`config.mk`:
```
export PLATFORM = sky130hd
export DESIGN_NAME = strict_base64_decoder_core
export DESIGN_NICKNAME = d
export VERILOG_FILES = /design/src/sb64_pkg.sv /design/src/sb64_in_stage.sv /design/src/sb64_decode.sv /design/src/strict_base64_decoder_core.sv
export VERILOG_INCLUDE_DIRS = /design/src /design/src/src
export SDC_FILE = /design/constraint.sdc
export NUM_CORES = 1
export LEC_CHECK = 0
export BUFFER_PORTS_ARGS = -buffer_cell sky130_fd_sc_hd__buf_2
export CAP_MARGIN = 20
export CORE_MARGIN = 3
export CORE_UTILIZATION = 50
export DETAILED_ROUTE_END_ITERATION = 10
export GPL_TIMING_DRIVEN = 0
export HOLD_SLACK_MARGIN = 0.1
export PLACE_DENSITY = 0.69
export SYNTH_ARGS = -nofsm -noshare
export SYNTH_HDL_FRONTEND = slang
export SYNTH_HIERARCHICAL = 1
export SYNTH_SLANG_ARGS = --single-unit
```
`constraint.sdc`:
```
create_clock -name clock -period 5.8 [get_ports clock]
set_input_delay 0.87 -clock clock [delete_from_list [all_inputs] [get_ports clock]]
set_output_delay 0.87 -clock clock [all_outputs]
set_load 0.03 [all_outputs]
```
`src/assert_macros.svh`:
```
// Assertion macros shared by the strict base64 decoder RTL.
`ifndef ASSERT_MACROS_SVH
`define ASSERT_MACROS_SVH

// Condition must hold at every clock edge outside reset.
`define SB64_ASSERT_ALWAYS(label, cond) \
   label: assert property (@(posedge clock) disable iff (reset) (cond)) \
      else $error("sb64 assertion failed");

// Same-cycle implication.
`define SB64_ASSERT_IMPLIES(label, ante, cons) \
   label: assert property (@(posedge clock) disable iff (reset) (ante) |-> (cons)) \
      else $error("sb64 assertion failed");

// Next-cycle implication.
`define SB64_ASSERT_NEXT(label, ante, cons) \
   label: assert property (@(posedge clock) disable iff (reset) (ante) |=> (cons)) \
      else $error("sb64 assertion failed");

`endif

```
`src/sb64_pkg.sv`:
```
// Package: types, constants and alphabet lookup for the strict base64 decoder.
package sb64_pkg;

   localparam int CHAR_W   = 8;
   localparam int SEXTET_W = 6;
   localparam int POS_W    = 2;
   localparam int PADS_W   = 2;

   localparam logic [CHAR_W-1:0] CHAR_PAD   = 8'h3D;
   localparam logic [CHAR_W-1:0] CHAR_PLUS  = 8'h2B;
   localparam logic [CHAR_W-1:0] CHAR_SLASH = 8'h2F;
   localparam logic [CHAR_W-1:0] CHAR_UC_A  = 8'h41;
   localparam logic [CHAR_W-1:0] CHAR_UC_Z  = 8'h5A;
   localparam logic [CHAR_W-1:0] CHAR_LC_A  = 8'h61;
   localparam logic [CHAR_W-1:0] CHAR_LC_Z  = 8'h7A;
   localparam logic [CHAR_W-1:0] CHAR_D0    = 8'h30;
   localparam logic [CHAR_W-1:0] CHAR_D9    = 8'h39;

   localparam logic [SEXTET_W-1:0] SEXTET_LC_BASE = 6'd26;
   localparam logic [SEXTET_W-1:0] SEXTET_DG_BASE = 6'd52;
   localparam logic [SEXTET_W-1:0] SEXTET_PLUS    = 6'd62;
   localparam logic [SEXTET_W-1:0] SEXTET_SLASH   = 6'd63;

   localparam logic [SEXTET_W-1:0] TAIL_MASK_POS2 = 6'h0F;
   localparam logic [SEXTET_W-1:0] TAIL_MASK_POS3 = 6'h03;

   localparam logic [POS_W-1:0]  POS_ZERO  = 2'd0;
   localparam logic [POS_W-1:0]  POS_ONE   = 2'd1;
   localparam logic [POS_W-1:0]  POS_TWO   = 2'd2;
   localparam logic [POS_W-1:0]  POS_THREE = 2'd3;
   localparam logic [PADS_W-1:0] PADS_NONE = 2'd0;
   localparam logic [PADS_W-1:0] PADS_MAX  = 2'd3;

   typedef enum logic [1:0] {
      STATUS_OK          = 2'd0,
      STATUS_INVALID     = 2'd1,
      STATUS_MISSING_PAD = 2'd2
   } status_type;

   typedef struct packed {
      logic                is_alpha;
      logic [SEXTET_W-1:0] value;
   } sextet_type;

   typedef struct packed {
      logic              emit;
      logic [CHAR_W-1:0] out_byte;
      logic              byte_valid;
      status_type        status;
      logic              done_res;
   } result_type;

   function automatic sextet_type sextet_of(input logic [CHAR_W-1:0] c);
      sextet_type s;
      s.is_alpha = 1'b1;
      s.value    = '0;
      if (c >= CHAR_UC_A && c <= CHAR_UC_Z) begin
         s.value = SEXTET_W'(c - CHAR_UC_A);
      end else if (c >= CHAR_LC_A && c <= CHAR_LC_Z) begin
         s.value = SEXTET_LC_BASE + SEXTET_W'(c - CHAR_LC_A);
      end else if (c >= CHAR_D0 && c <= CHAR_D9) begin
         s.value = SEXTET_DG_BASE + SEXTET_W'(c - CHAR_D0);
      end else if (c == CHAR_PLUS) begin
         s.value = SEXTET_PLUS;
      end else if (c == CHAR_SLASH) begin
         s.value = SEXTET_SLASH;
      end else begin
         s.is_alpha = 1'b0;
      end
      return s;
   endfunction

endpackage

```
`src/sb64_in_stage.sv`:
```
// Input register stage: holds one accepted character until the decode stage takes it.
module sb64_in_stage (
   input  logic                      clock,
   input  logic                      reset,
   input  logic                      req_valid,
   output logic                      req_stall,
   input  logic [sb64_pkg::CHAR_W-1:0] req_in_char,
   input  logic                      req_is_final,
   input  logic                      advance,
   output logic                      item_valid,
   output logic [sb64_pkg::CHAR_W-1:0] item_char,
   output logic                      item_final
);

   logic                        valid_ff, valid_in;
   logic [sb64_pkg::CHAR_W-1:0] char_ff;
   logic                        final_ff;

   assign req_stall = valid_ff && !advance;
   assign valid_in  = req_stall ? 1'b1 : req_valid;

   always_ff @(posedge clock) begin
      if (reset) begin
         valid_ff <= 1'b0;
      end else begin
         valid_ff <= valid_in;
      end
      if (!req_stall && req_valid) begin
         char_ff  <= req_in_char;
         final_ff <= req_is_final;
      end
   end

   assign item_valid = valid_ff;
   assign item_char  = char_ff;
   assign item_final = final_ff;

endmodule

```
`src/sb64_decode.sv`:
```
// Decode stage: text state, sextet-to-byte assembly and final status.
`include "assert_macros.svh"
module sb64_decode (
   input  logic                         clock,
   input  logic                         reset,
   input  logic                         fire,
   input  logic [sb64_pkg::CHAR_W-1:0]  in_char,
   input  logic                         is_final,
   output sb64_pkg::result_type         result
);

   logic [sb64_pkg::SEXTET_W-1:0] prev_ff, prev_in;
   logic [sb64_pkg::POS_W-1:0]    pos_ff, pos_in;
   logic [sb64_pkg::PADS_W-1:0]   pads_ff, pads_in;
   logic                          seen_ff, seen_in;
   logic                          hard_ff, hard_in;
   logic                          noncanon_ff, noncanon_in;

   sb64_pkg::sextet_type          sx;
   logic                          is_pad;
   logic [sb64_pkg::SEXTET_W-1:0] mask;
   logic [sb64_pkg::CHAR_W-1:0]   byte_val;
   logic                          have_byte;
   logic                          text_idle;

   always_comb begin
      sx          = sb64_pkg::sextet_of(in_char);
      is_pad      = (in_char == sb64_pkg::CHAR_PAD);
      prev_in     = prev_ff;
      pads_in     = pads_ff;
      hard_in     = hard_ff;
      noncanon_in = noncanon_ff;
      have_byte   = 1'b0;
      byte_val    = '0;
      pos_in      = pos_ff + sb64_pkg::POS_W'(1);
      seen_in     = 1'b1;

      case (pos_ff)
         sb64_pkg::POS_TWO:   mask = sb64_pkg::TAIL_MASK_POS2;
         sb64_pkg::POS_THREE: mask = sb64_pkg::TAIL_MASK_POS3;
         default:             mask = '0;
      endcase

      if (is_pad) begin
         if (pads_ff == sb64_pkg::PADS_NONE) begin
            noncanon_in = |(prev_ff & mask);
         end
         if (pads_ff != sb64_pkg::PADS_MAX) begin
            pads_in = pads_ff + sb64_pkg::PADS_W'(1);
         end
      end else begin
         if (!sx.is_alpha || pads_ff != sb64_pkg::PADS_NONE) begin
            hard_in = 1'b1;
         end
         if (sx.is_alpha) begin
            prev_in = sx.value;
            case (pos_ff)
               sb64_pkg::POS_ONE: begin
                  byte_val  = {prev_ff, sx.value[5:4]};
                  have_byte = 1'b1;
               end
               sb64_pkg::POS_TWO: begin
                  byte_val  = {prev_ff[3:0], sx.value[5:2]};
                  have_byte = 1'b1;
               end
               sb64_pkg::POS_THREE: begin
                  byte_val  = {prev_ff[1:0], sx.value};
                  have_byte = 1'b1;
               end
               default: begin
                  have_byte = 1'b0;
               end
            endcase
         end
      end

      result.emit       = have_byte || is_final;
      result.out_byte   = byte_val;
      result.byte_valid = have_byte;
      result.done_res   = is_final;
      result.status     = sb64_pkg::STATUS_OK;
      if (is_final) begin
         if (hard_in || pads_in == sb64_pkg::PADS_MAX ||
             (pads_in != sb64_pkg::PADS_NONE && !seen_ff)) begin
            result.status = sb64_pkg::STATUS_INVALID;
         end else if (pos_in != sb64_pkg::POS_ZERO) begin
            result.status = sb64_pkg::STATUS_MISSING_PAD;
         end else if (pads_in != sb64_pkg::PADS_NONE && noncanon_in) begin
            result.status = sb64_pkg::STATUS_INVALID;
         end
      end
   end

   always_ff @(posedge clock) begin
      if (reset || (fire && is_final)) begin
         prev_ff     <= '0;
         pos_ff      <= sb64_pkg::POS_ZERO;
         pads_ff     <= sb64_pkg::PADS_NONE;
         seen_ff     <= 1'b0;
         hard_ff     <= 1'b0;
         noncanon_ff <= 1'b0;
      end else if (fire) begin
         prev_ff     <= prev_in;
         pos_ff      <= pos_in;
         pads_ff     <= pads_in;
         seen_ff     <= seen_in;
         hard_ff     <= hard_in;
         noncanon_ff <= noncanon_in;
      end
   end

   assign text_idle = (pos_ff == sb64_pkg::POS_ZERO) && (pads_ff == sb64_pkg::PADS_NONE);

   `SB64_ASSERT_NEXT(a_clear_after_final, fire && is_final, text_idle && !seen_ff && !hard_ff)
   `SB64_ASSERT_IMPLIES(a_no_byte_at_pos0, result.byte_valid, pos_ff != sb64_pkg::POS_ZERO)
   `SB64_ASSERT_IMPLIES(a_seen_tracks_pos, !seen_ff, text_idle)

endmodule

```
`src/strict_base64_decoder_core.sv`:
```
// Top level: strict base64 decoder, one character per transaction, result register.
//
//   channel  direction  handshake            payload
//   req      in         req_valid/req_stall  req_in_char[8], req_is_final
//   rsp      out        rsp_valid/rsp_stall  rsp_out_byte[8], rsp_byte_valid,
//                                            rsp_status[2], rsp_done_res
//
// One character per cycle sustained unless rsp_stall holds the output register.
// Input register, combinational decode logic, output register.
// Characters that decode no byte and are not final produce no rsp transaction.
// Reset is synchronous and clears the text state; rsp_stall backs up into req_stall.
`include "assert_macros.svh"
module strict_base64_decoder_core (
   input  logic                        clock,
   input  logic                        reset,
   input  logic                        req_valid,
   output logic                        req_stall,
   input  logic [sb64_pkg::CHAR_W-1:0] req_in_char,
   input  logic                        req_is_final,
   output logic                        rsp_valid,
   input  logic                        rsp_stall,
   output logic [sb64_pkg::CHAR_W-1:0] rsp_out_byte,
   output logic                        rsp_byte_valid,
   output logic [1:0]                  rsp_status,
   output logic                        rsp_done_res
);

   logic                        item_valid;
   logic [sb64_pkg::CHAR_W-1:0] item_char;
   logic                        item_final;
   logic                        out_open;
   logic                        advance;
   sb64_pkg::result_type        result;

   logic                        rsp_valid_ff, rsp_valid_in;
   sb64_pkg::result_type        rsp_ff;

   assign out_open = !rsp_valid_ff || !rsp_stall;
   assign advance  = item_valid && out_open;

   sb64_in_stage u_in_stage (
      .clock        (clock),
      .reset        (reset),
      .req_valid    (req_valid),
      .req_stall    (req_stall),
      .req_in_char  (req_in_char),
      .req_is_final (req_is_final),
      .advance      (advance),
      .item_valid   (item_valid),
      .item_char    (item_char),
      .item_final   (item_final)
   );

   sb64_decode u_decode (
      .clock    (clock),
      .reset    (reset),
      .fire     (advance),
      .in_char  (item_char),
      .is_final (item_final),
      .result   (result)
   );

   assign rsp_valid_in = out_open ? (advance && result.emit) : rsp_valid_ff;

   always_ff @(posedge clock) begin
      if (reset) begin
         rsp_valid_ff <= 1'b0;
      end else begin
         rsp_valid_ff <= rsp_valid_in;
      end
      if (advance && result.emit) begin
         rsp_ff <= result;
      end
   end

   assign rsp_valid      = rsp_valid_ff;
   assign rsp_out_byte   = rsp_ff.out_byte;
   assign rsp_byte_valid = rsp_ff.byte_valid;
   assign rsp_status     = rsp_ff.status;
   assign rsp_done_res   = rsp_ff.done_res;

   `SB64_ASSERT_IMPLIES(a_stall_needs_backup, req_stall, rsp_valid_ff && rsp_stall && item_valid)
   `SB64_ASSERT_IMPLIES(a_rsp_has_content, rsp_valid_ff, rsp_ff.byte_valid || rsp_ff.done_res)
   `SB64_ASSERT_IMPLIES(a_status_only_final, rsp_valid && !rsp_done_res, rsp_status == 2'd0)

endmodule
```
==> results of run 1 <==
[report_power, final]
group	switching [mW]	total [mW]	leakage, nW	internal (mW)
combinational	0.0604	0.0973	0.596	0.0369
sequential	0.0122	0.295	0.319	0.283
clock	0.0950	0.192	0.0516	0.0971
total	0.168	0.584	0.967	0.417
[worst min-delay path: stages, from the launching register on]
cell and delay, ns:
dfxtp_1 0.33, inv_1 0.05, a21oi_1 0.05
[layer usage]
layer	up-vias	global-route usage [%]	part of all wire (%)
li1	887	-	-
met1	825	25.7	49
met2	56	27.2	43
met3	9	3.44	5.9
met4	0	7.99	1.9
met5	-	0	0
[layout make-up]
type                       count  share of cell area [%]
tap                           50                    2.49
multi-input combinational    158                    46.7
inverter                      12                    1.79
buffer                        12                    2.64
clock inverter                 2                   0.548
clock buffer                   6                    3.29
timing repair buffer          27                    5.48
sequential                    36                    37.0
[cell usage after synthesis, drive strengths merged, types with 4 or more instances]
cell     n
dfxtp   15
nor2    13
nand2b   4
a32oi    4
clkbuf   5
edfxtp  21
o21ai    9
ha      15
and2     4
nand3   12
xnor2    4
or3      4
nand4    4
a21oi   21
nand2   10
nor2b    4
a222oi   4
buf      7
inv     12
nor3     7
[cells in the final DEF (no fill, tap or decap), types with 4 or more instances in the layout]
cell,n
a32oi_1,4
xnor2_1,4
nand4_1,4
inv_1,12
a21oi_2,5
clkbuf_1,5
a21oi_1,16
clkbuf_8,6
nor2_1,13
or3_1,4
nand2b_1,4
a222oi_1,4
dfxtp_1,15
o21ai_0,8
nand3_1,12
and2_1,4
nand2_1,10
nor3_1,7
edfxtp_1,21
buf_4,4
buf_2,28
ha_1,15
[sequential cells by signal, indices dropped and copies added (netlist names)]
| name | flops |
|---|---|
| rsp_status | 2 |
| u_decode/hard_ff | 1 |
| rsp_byte_valid | 1 |
| u_decode/seen_ff | 1 |
| u_decode/prev_ff | 6 |
| u_in_stage/item_valid | 1 |
| u_decode/noncanon_ff | 1 |
| rsp_out_byte | 8 |
| u_decode/pads_ff | 2 |
| u_in_stage/item_final | 1 |
| u_decode/pos_ff | 2 |
| u_in_stage/item_char | 8 |
| rsp_done_res | 1 |
| rsp_valid | 1 |
[cell families after synthesis]
group                    count (synthesis)  synth area share (%)
XOR/XNOR                                 6                  2.37
adder cells (fa/ha/maj)                 15                  8.47
buffers and inverters                   24                  5.02
flip-flops                              36                  42.0
AO/OA/AOI/OAI                           62                  21.9
multiplexers                             3                  1.35
AND/OR/NAND/NOR                         72                  18.9
[path summary, 6_finish.rpt]
path              depth (start not counted)          endpoint  slack, ns
hold / removal                            2  u_decode/hard_ff       0.48
setup / recovery                         13   rsp_out_byte[0]       2.35
hold reg to reg                           2  u_decode/hard_ff       0.48
setup reg to reg                         13   rsp_out_byte[0]       2.35
==> results by group, run 1 <==
Finish
  – Filler Cell Count: 381
  – # diodes: 0
  – End-of-flow core utilization: 60.7%
  – Finished Cell Area: 0.00251 mm²
  – Layout area overhead: 13.4%
  – Multi-input gate area: 0.00117 mm²
  – Layout Cells excl Fill: 303
  – Register Area: 931 µm²
  – Share of cells above drive strength 1: 21.7%
  – Layout Nets: 280

Floorplanning
  – Core ar.: 0.00414 mm²
  – Initial Utilization: 53.5%
  – Die height: 72.6 µm
  – # rows: 23
  – Die width: 72.6 µm
  – Die area: 0.00527 mm²
  – Io pins: 27

Logic synthesis
  – Area of the mapped netlist: 0.00222 mm²
  – Syn Nets: 246
  – EDFF count, synth: 21
  – Post-synthesis sequential area ratio: 42.0%
  – Yosys top cell by area: edfxtp_1
  – Count of cell types in the netlist: 54
  – Post-synth ARST share: 0%
  – Synth area leaders: edfxtp_1 (28%), dfxtp_1 (14%), ha_1 (8.5%)
  – Yosys reg bits: 36
  – Cell count after synthesis: 218
  – Synth Flop Type: edfxtp_1
  – Share of the synthesized area in the top cell type: 28.4%
  – Syn. warnings: 6
  – Avg Inst Size Synth: 10.2 µm²

Run status
  – Status: finished clean

Setup path
  – FF-to-FF Start: u_in_stage/item_char[2]
  – Crit path largest cell delay: 0.43 ns
  – Worst path bufs/invs: 4
  – Max FO, Critical Path: 10
  – Crit path kind: reg -> reg
  – CP Data Arrival Time: 3.46 ns
  – Crit start category: flip-flop
  – CP Data Required Time: 5.80 ns
  – CP endpoint kind: flip-flop
  – CP max-delay cell: o21ai_0
  – CP delay by family, top: compound AO/OA/AOI/OAI gates
  – Crit path cell chain: buf_4 -> inv_1 -> ha_1 -> nor2b_1 -> o21ai_0 -> nand2_1 -> o21a_4 -> or3_1 -> buf_6 -> nand2b_1 -> nand2_1 -> a21oi_1 -> buf_4
  – Crit path launch: u_in_stage/item_char[2]

Drt
  – DR pass1 iterations: 4
  – Final wirelength: 4.40 mm
  – Vias per inst: 5.86
  – Routed len/inst: 14.5 µm
  – Vias: 1777
  – Drt drc: 0
  – Antenna-violating nets left: 0
  – Drt first-iter violations: 143

CTS
  – Clock tree sinks: 36
  – Worst-Skew Late Latency: 0.29 ns
  – CTS Buf Count: 5
  – Clock transition at path regs: 0.07 ns
  – Clock tree buffer depth: 2
  – Setup bufs post-CTS: 0
  – Hold_buf cts: 0
  – CTS tree: yes
  – Post-cts resize count: 0
  – Clk root buf: clkbuf_8
  – Max H-tree Level: 2

Min path
  – Hold/Removal Path Class: reg -> reg
  – Hold Startpoint: u_decode/hard_ff

Global routing
  – Largest net degree at the start of global routing: 13
  – All-Layer GR Usage: 18.2%
  – Grt ovf: 0
  – Vias in the first global route: 1596
  – First-pass GRT wire length: 7.47 mm
  – Initial antenna violation count: 0

Placed design
  – Dpl cell area: 0.00242 mm²
  – Placed Cells: 295
  – Routability cong.: 0.858
  – PortBufs: 26
  – DP HPWL: 3.23 mm
  – Dpl ws: 2.37 ns

Timing
  – Min Tclk post-route: 3.45 ns
  – Final worst-path cycle share: 59.6%
  – Worst clock skew: 0.00379 ns
  – # setup viols final: 0
  – Worst slew pin tran: 0.706 ns
  – Slew Viols, Final: 0
  – Hold slack final: 0.481 ns
  – Setup ws final: 2.35 ns
  – Slew Limit Headroom: 52.8%
  – Count of final hold-check violations: 0
  – Final setup TNS: 0 ns
  – Peak Freq: 0.290 GHz
  – RSZ-0062 raised after global routing: no

Pwr
  – Total design power: 0.584 mW
  – Power per cell area: 233 mW/mm²
  – Worst vdd ir: 154 µV
  – Leakage: 0.967 nW

Flow run
  – Max Cap Viol: 0
No activity file was read; power rests on OpenSTA's default activity.
==> run 2, diff against run 1 <==
--- a/config.mk
+++ b/config.mk
@@ -13,7 +13,7 @@
 export DETAILED_ROUTE_END_ITERATION = 10
 export GPL_TIMING_DRIVEN = 0
 export HOLD_SLACK_MARGIN = 0.1
-export PLACE_DENSITY = 0.69
+export PLACE_DENSITY = 0.72
 export SYNTH_ARGS = -nofsm -noshare
 export SYNTH_HDL_FRONTEND = slang
 export SYNTH_HIERARCHICAL = 1
==> constraint.sdc (replaced) <==
create_clock -name clock -period 2.8 [get_ports clock]
set_input_delay 0.42 -clock clock [delete_from_list [all_inputs] [get_ports clock]]
set_output_delay 0.42 -clock clock [all_outputs]
set_load 0.03 [all_outputs]
==> results by group, run 2 (synthesis gave the netlist of run 1 again) <==
Run status
  – Status: finished with violations
  – Failing checks: negative setup slack

Finish
  – Layout Nets: 299
  – Finished Cell Area: 0.00277 mm²
  – Most frequent cells in the layout: buf_2 (28), edfxtp_1 (21), buf_4 (19)
  – Share of cells above drive strength 1: 32.4%
  – Layout area overhead: 24.7%
  – Layout Cells excl Fill: 322
  – Most common cell after layout, fill and taps aside: buf_2
  – # diodes: 0

Placed design
  – Dpl cell area: 0.00242 mm²
  – Placed Cells: 294
  – DP HPWL: 3.22 mm
  – PortBufs: 26
  – Routability cong.: 0.890

Timing
  – Count of final hold-check violations: 0
  – Setup ws final: -0.0229 ns
  – # setup viols final: 6
  – Hold slack final: 0.311 ns
  – Peak Freq: 0.354 GHz
  – Final worst-path cycle share: 101%
  – Min Tclk post-route: 2.82 ns
  – Slew Viols, Final: 0
  – Worst clock skew: 0.00681 ns
  – Final setup TNS: -0.133 ns
  – Slew Limit Headroom: 53.7%
  – Worst slew pin tran: 0.693 ns

Drt
  – Vias: 1974
  – DR top layer: met4
  – Met1 WL: 2.24 mm
  – Met2 wire length: 2.54 mm
  – Metal3 WL: 488 µm
  – Antenna-violating nets left: 0
  – Drt drc: 0
  – DR pass1 iterations: 6
  – Routed len/inst: 16.7 µm
  – Drt first-iter violations: 262
  – Final wirelength: 5.37 mm
  – Vias per inst: 6.13

Floorplanning
  – Die area: 0.00527 mm²
  – Die width: 72.6 µm
  – # rows: 23
  – Io pins: 27
  – Core ar.: 0.00414 mm²
  – Initial Utilization: 53.5%
  – Die height: 72.6 µm

Setup path
  – CP Data Required Time: 2.81 ns
  – CP endpoint kind: flip-flop
  – Crit path largest cell delay: 0.46 ns
  – CP max-delay cell: edfxtp_1
  – CP Data Arrival Time: 2.83 ns
  – Crit path cell chain: buf_6 -> ha_4 -> nor2b_1 -> o21ai_2 -> nand2_2 -> o21a_4 -> or3_4 -> buf_6 -> nand2b_1 -> nand2_2 -> a21oi_4 -> clkbuf_16
  – Max FO, Critical Path: 7
  – Crit start category: flip-flop
  – Crit path kind: reg -> reg

Pwr
  – Switching share of total power: 28.7%
  – Sequential Power Share: 48.4%
  – Leakage: 1.07 nW
  – Clock network fraction of design power: 30.8%
  – Worst vdd ir: 287 µV
  – Cell Int Power: 0.899 mW
  – Total design power: 1.26 mW
  – Power per cell area: 456 mW/mm²
  – Net switching power: 0.362 mW
  – Combinational power share: 20.8%

CTS
  – CTS Buf Count: 5
  – Max H-tree Level: 2
  – CTS tree: yes
  – Clock tree buffer depth: 2
  – Worst-Skew Late Latency: 0.28 ns
  – Clock tree sinks: 36
  – Clock transition at path regs: 0.07 ns
  – Clk root buf: clkbuf_8

Global routing
  – Initial antenna violation count: 0
  – Grt ovf: 0
  – Vias in the first global route: 1609
  – All-Layer GR Usage: 17.8%
  – Largest net degree at the start of global routing: 13
  – First-pass GRT wire length: 7.31 mm

Min path
  – Hold/Removal Path Class: in -> reg

Flow run
  – Max Cap Viol: 0
## run 2: metal layers
metal / GRT usage (%) / vias up
met3: 3.99 / 18
met2: 27.4 / 133
met5: 0 / -
met1: 24.7 / 897
li1: - / 926
met4: 6.35 / 0
## run 2: metrics by stage
stage | setup slack, ns | util, %
floorplan | 0.0372 | -
CTS | 0.00155 | 62.2
finish | -0.0229 | 66.7
detailed placement | -0.329 | 58.4
global placement | -0.307 | 58.4
global route | -0.0859 | 66.7
## run 2: timing repair
item,CTS,global route
endpoints found under the setup margin,12,12
gates cloned,0,1
pin swaps,1,2
hold buffers,0,0
buffers inserted,4,15
gates resized for setup,4,15
## run 2: critical path, delay by kind of cell (launching register included)
kind	cells	cell delay, ns
buffers and inverters	3	0.48
and+or+nand+nor	5	0.81
adders and majority gates	1	0.18
DFF	1	0.46
AOI/OAI and AO/OA	3	0.61
## run 2: path summary, 6_finish.rpt
path | cells after the start | start | slack, ns | endpoint
max | 12 | u_in_stage/item_char[3] | -0.02 | rsp_out_byte[6]
min | 1 | req_in_char[4] | 0.31 | u_in_stage/item_char[4]
min reg2reg | 2 | u_decode/hard_ff | 0.48 | u_decode/hard_ff
max reg2reg | 12 | u_in_stage/item_char[3] | -0.02 | rsp_out_byte[6]
## run 2: power by group through the flow
stage	combinational [mW]	sequential (mW)	clock, mW
4_1_cts	0.214	0.609	0.400
5_1_grt	0.282	0.612	0.435
2_1_floorplan	0.135	0.634	0
3_3_place_gp	0.198	0.623	0
6_report	0.263	0.610	0.388
3_5_place_dp	0.199	0.623	0
## run 2: layout make-up
type                            instances  area [µm²]
Inverter                               12        47.5
Fill cell                             303        1380
Clock inverter                          2        13.8
Clock buffer                            6        82.6
Tap cell                               50        62.6
Timing Repair Buffer                   46         314
Multi-Input combinational cell        158        1240
Sequential cell                        36         931
Buffer                                 12        70.1
==> run 3, diff against run 2 <==
--- a/config.mk
+++ b/config.mk
@@ -8,6 +8,7 @@
 export LEC_CHECK = 0
 export BUFFER_PORTS_ARGS = -buffer_cell sky130_fd_sc_hd__buf_2
 export CAP_MARGIN = 20
+export CORE_ASPECT_RATIO = 0.6
 export CORE_MARGIN = 3
 export CORE_UTILIZATION = 50
 export DETAILED_ROUTE_END_ITERATION = 10
==> results by group, run 3 (synthesis gave the netlist of run 1 again) <==
Floorplanning
  – Die area: 0.00530 mm²
  – Core ar.: 0.00419 mm²
  – Initial Utilization: 52.9%
  – Die width: 92.0 µm
  – # rows: 18
  – Die height: 57.6 µm
  – Io pins: 27

CTS
  – Clk root buf: clkbuf_8
  – Clock transition at path regs: 0.07 ns
  – Clock tree buffer depth: 2
  – Worst-Skew Late Latency: 0.29 ns
  – CTS tree: yes
  – Max H-tree Level: 2
  – Clock tree sinks: 36
  – CTS Buf Count: 5
  – Hold_buf cts: 0

Finish
  – Register Area: 931 µm²
  – Most frequent cells in the layout: buf_2 (28), edfxtp_1 (21), dfxtp_1 (15)
  – End-of-flow core utilization: 64.5%
  – Layout Nets: 292
  – Filler Cell Count: 338
  – Multi-input gate area: 0.00124 mm²
  – Layout Cells excl Fill: 325
  – Share of cells above drive strength 1: 28.7%
  – Layout area overhead: 22.0%
  – # diodes: 0
  – Most common cell after layout, fill and taps aside: buf_2

Setup path
  – Crit start category: flip-flop
  – CP endpoint kind: flip-flop
  – CP Data Required Time: 2.82 ns
  – Max FO, Critical Path: 8
  – Crit path kind: reg -> reg
  – CP Data Arrival Time: 2.76 ns

Global routing
  – Initial antenna violation count: 0
  – Grt ovf: 0
  – First-pass GRT wire length: 7.96 mm
  – Largest net degree at the start of global routing: 13
  – Vias in the first global route: 1567
  – All-Layer GR Usage: 19.6%

Min path
  – Hold/Removal Path Class: in -> reg

Timing
  – Worst slew pin tran: 0.832 ns
  – Slew Limit Headroom: 44.4%
  – Peak Freq: 0.365 GHz
  – Worst clock skew: 0.00500 ns
  – Min Tclk post-route: 2.74 ns
  – Final worst-path cycle share: 97.9%
  – Slew Viols, Final: 0
  – # setup viols final: 0
  – Count of final hold-check violations: 0

Drt
  – Routed len/inst: 16.1 µm
  – Drt first-iter violations: 275
  – DR pass1 iterations: 5
  – Final wirelength: 5.22 mm
  – Drt drc: 0
  – Vias per inst: 5.87
  – Vias: 1908
  – Antenna-violating nets left: 0

Placed design
  – PortBufs: 26
  – Placed Cells: 304
  – Routability cong.: 0.878
  – DP HPWL: 3.53 mm

Pwr
  – Power per cell area: 449 mW/mm²
  – Leakage: 1.03 nW
  – Worst vdd ir: 343 µV

Run status
  – Status: finished clean

Flow run
  – Max Cap Viol: 0
## run 3: changes by cell type in the layout (fill, tap and decap cells not counted), sizes merged
cell / change
buf: -7
clkbuf: +1
inv: -1
## run 3: area by class of cell
type / instances / share of cell area, %
Buffer: 12 / 2.59
Clock buffer: 7 / 2.82
Clock inverter: 1 / 0.139
Inverter: 12 / 1.76
Multi-Input combinational cell: 158 / 45.8
Sequential cell: 36 / 34.4
Tap cell: 60 / 2.78
Timing Repair Buffer: 39 / 9.67
## run 3: worst max-delay path, cell delays in order, from the launching register on
cell and delay (ns):
edfxtp_1 0.46, inv_2 0.11, ha_1 0.23, nand2b_1 0.13
a22o_4 0.19, a21oi_2 0.09, o21a_4 0.24, or3_1 0.36
buf_6 0.12, nand2b_1 0.07, nand2_2 0.07, a21oi_4 0.19
clkbuf_16 0.19
## run 3: per-stage QoR
| stage | hold slack, ns | TNS (ns) | worst slack [ns] | total power, mW | instance area, µm² |
|---|---|---|---|---|---|
| CTS | 0.291 | 0 | 0.0235 | 1.19 | 2580 |
| detailed placement | 0.467 | -3.93 | -0.328 | 0.827 | 2430 |
| global placement | 0.452 | -3.43 | -0.286 | 0.824 | 2430 |
| floorplan | 0.435 | 0 | 0.0372 | 0.770 | 2230 |
| finish | 0.300 | 0 | 0.0574 | 1.21 | 2700 |
| global route | 0.287 | -0.0700 | -0.0120 | 1.27 | 2700 |
## run 3: worst paths after layout
path	startpoint	end	slack [ns]	cells past startpoint
max	u_in_stage/item_char[3]	rsp_out_byte[6]	0.06	12
min	req_is_final	u_in_stage/item_final	0.30	1
max reg2reg	u_in_stage/item_char[3]	rsp_out_byte[6]	0.06	12
min reg2reg	u_decode/hard_ff	u_decode/hard_ff	0.48	2
## run 3: repair_timing
action | 4_1_cts | 5_1_grt
cloned | 0 | 1
endpoints found under the setup margin | 12 | 12
gates resized for setup | 6 | 11
pin swaps | 0 | 1
setup buffers | 4 | 8
## run 3: report_power, final
part / total (mW) / internal, mW / switching (mW)
Combinational: 0.248 / 0.102 / 0.146
Sequential: 0.611 / 0.587 / 0.0241
Clock: 0.355 / 0.173 / 0.182
Total: 1.21 / 0.862 / 0.352
## run 3: per-layer routing
layer  vias up  wire [µm]  track usage (%)
met5         -          0                0
met4         0         85             6.98
met3        10        475             4.35
met2        98       2080             24.6
met1       891       2580             31.9
li1        909          -                -
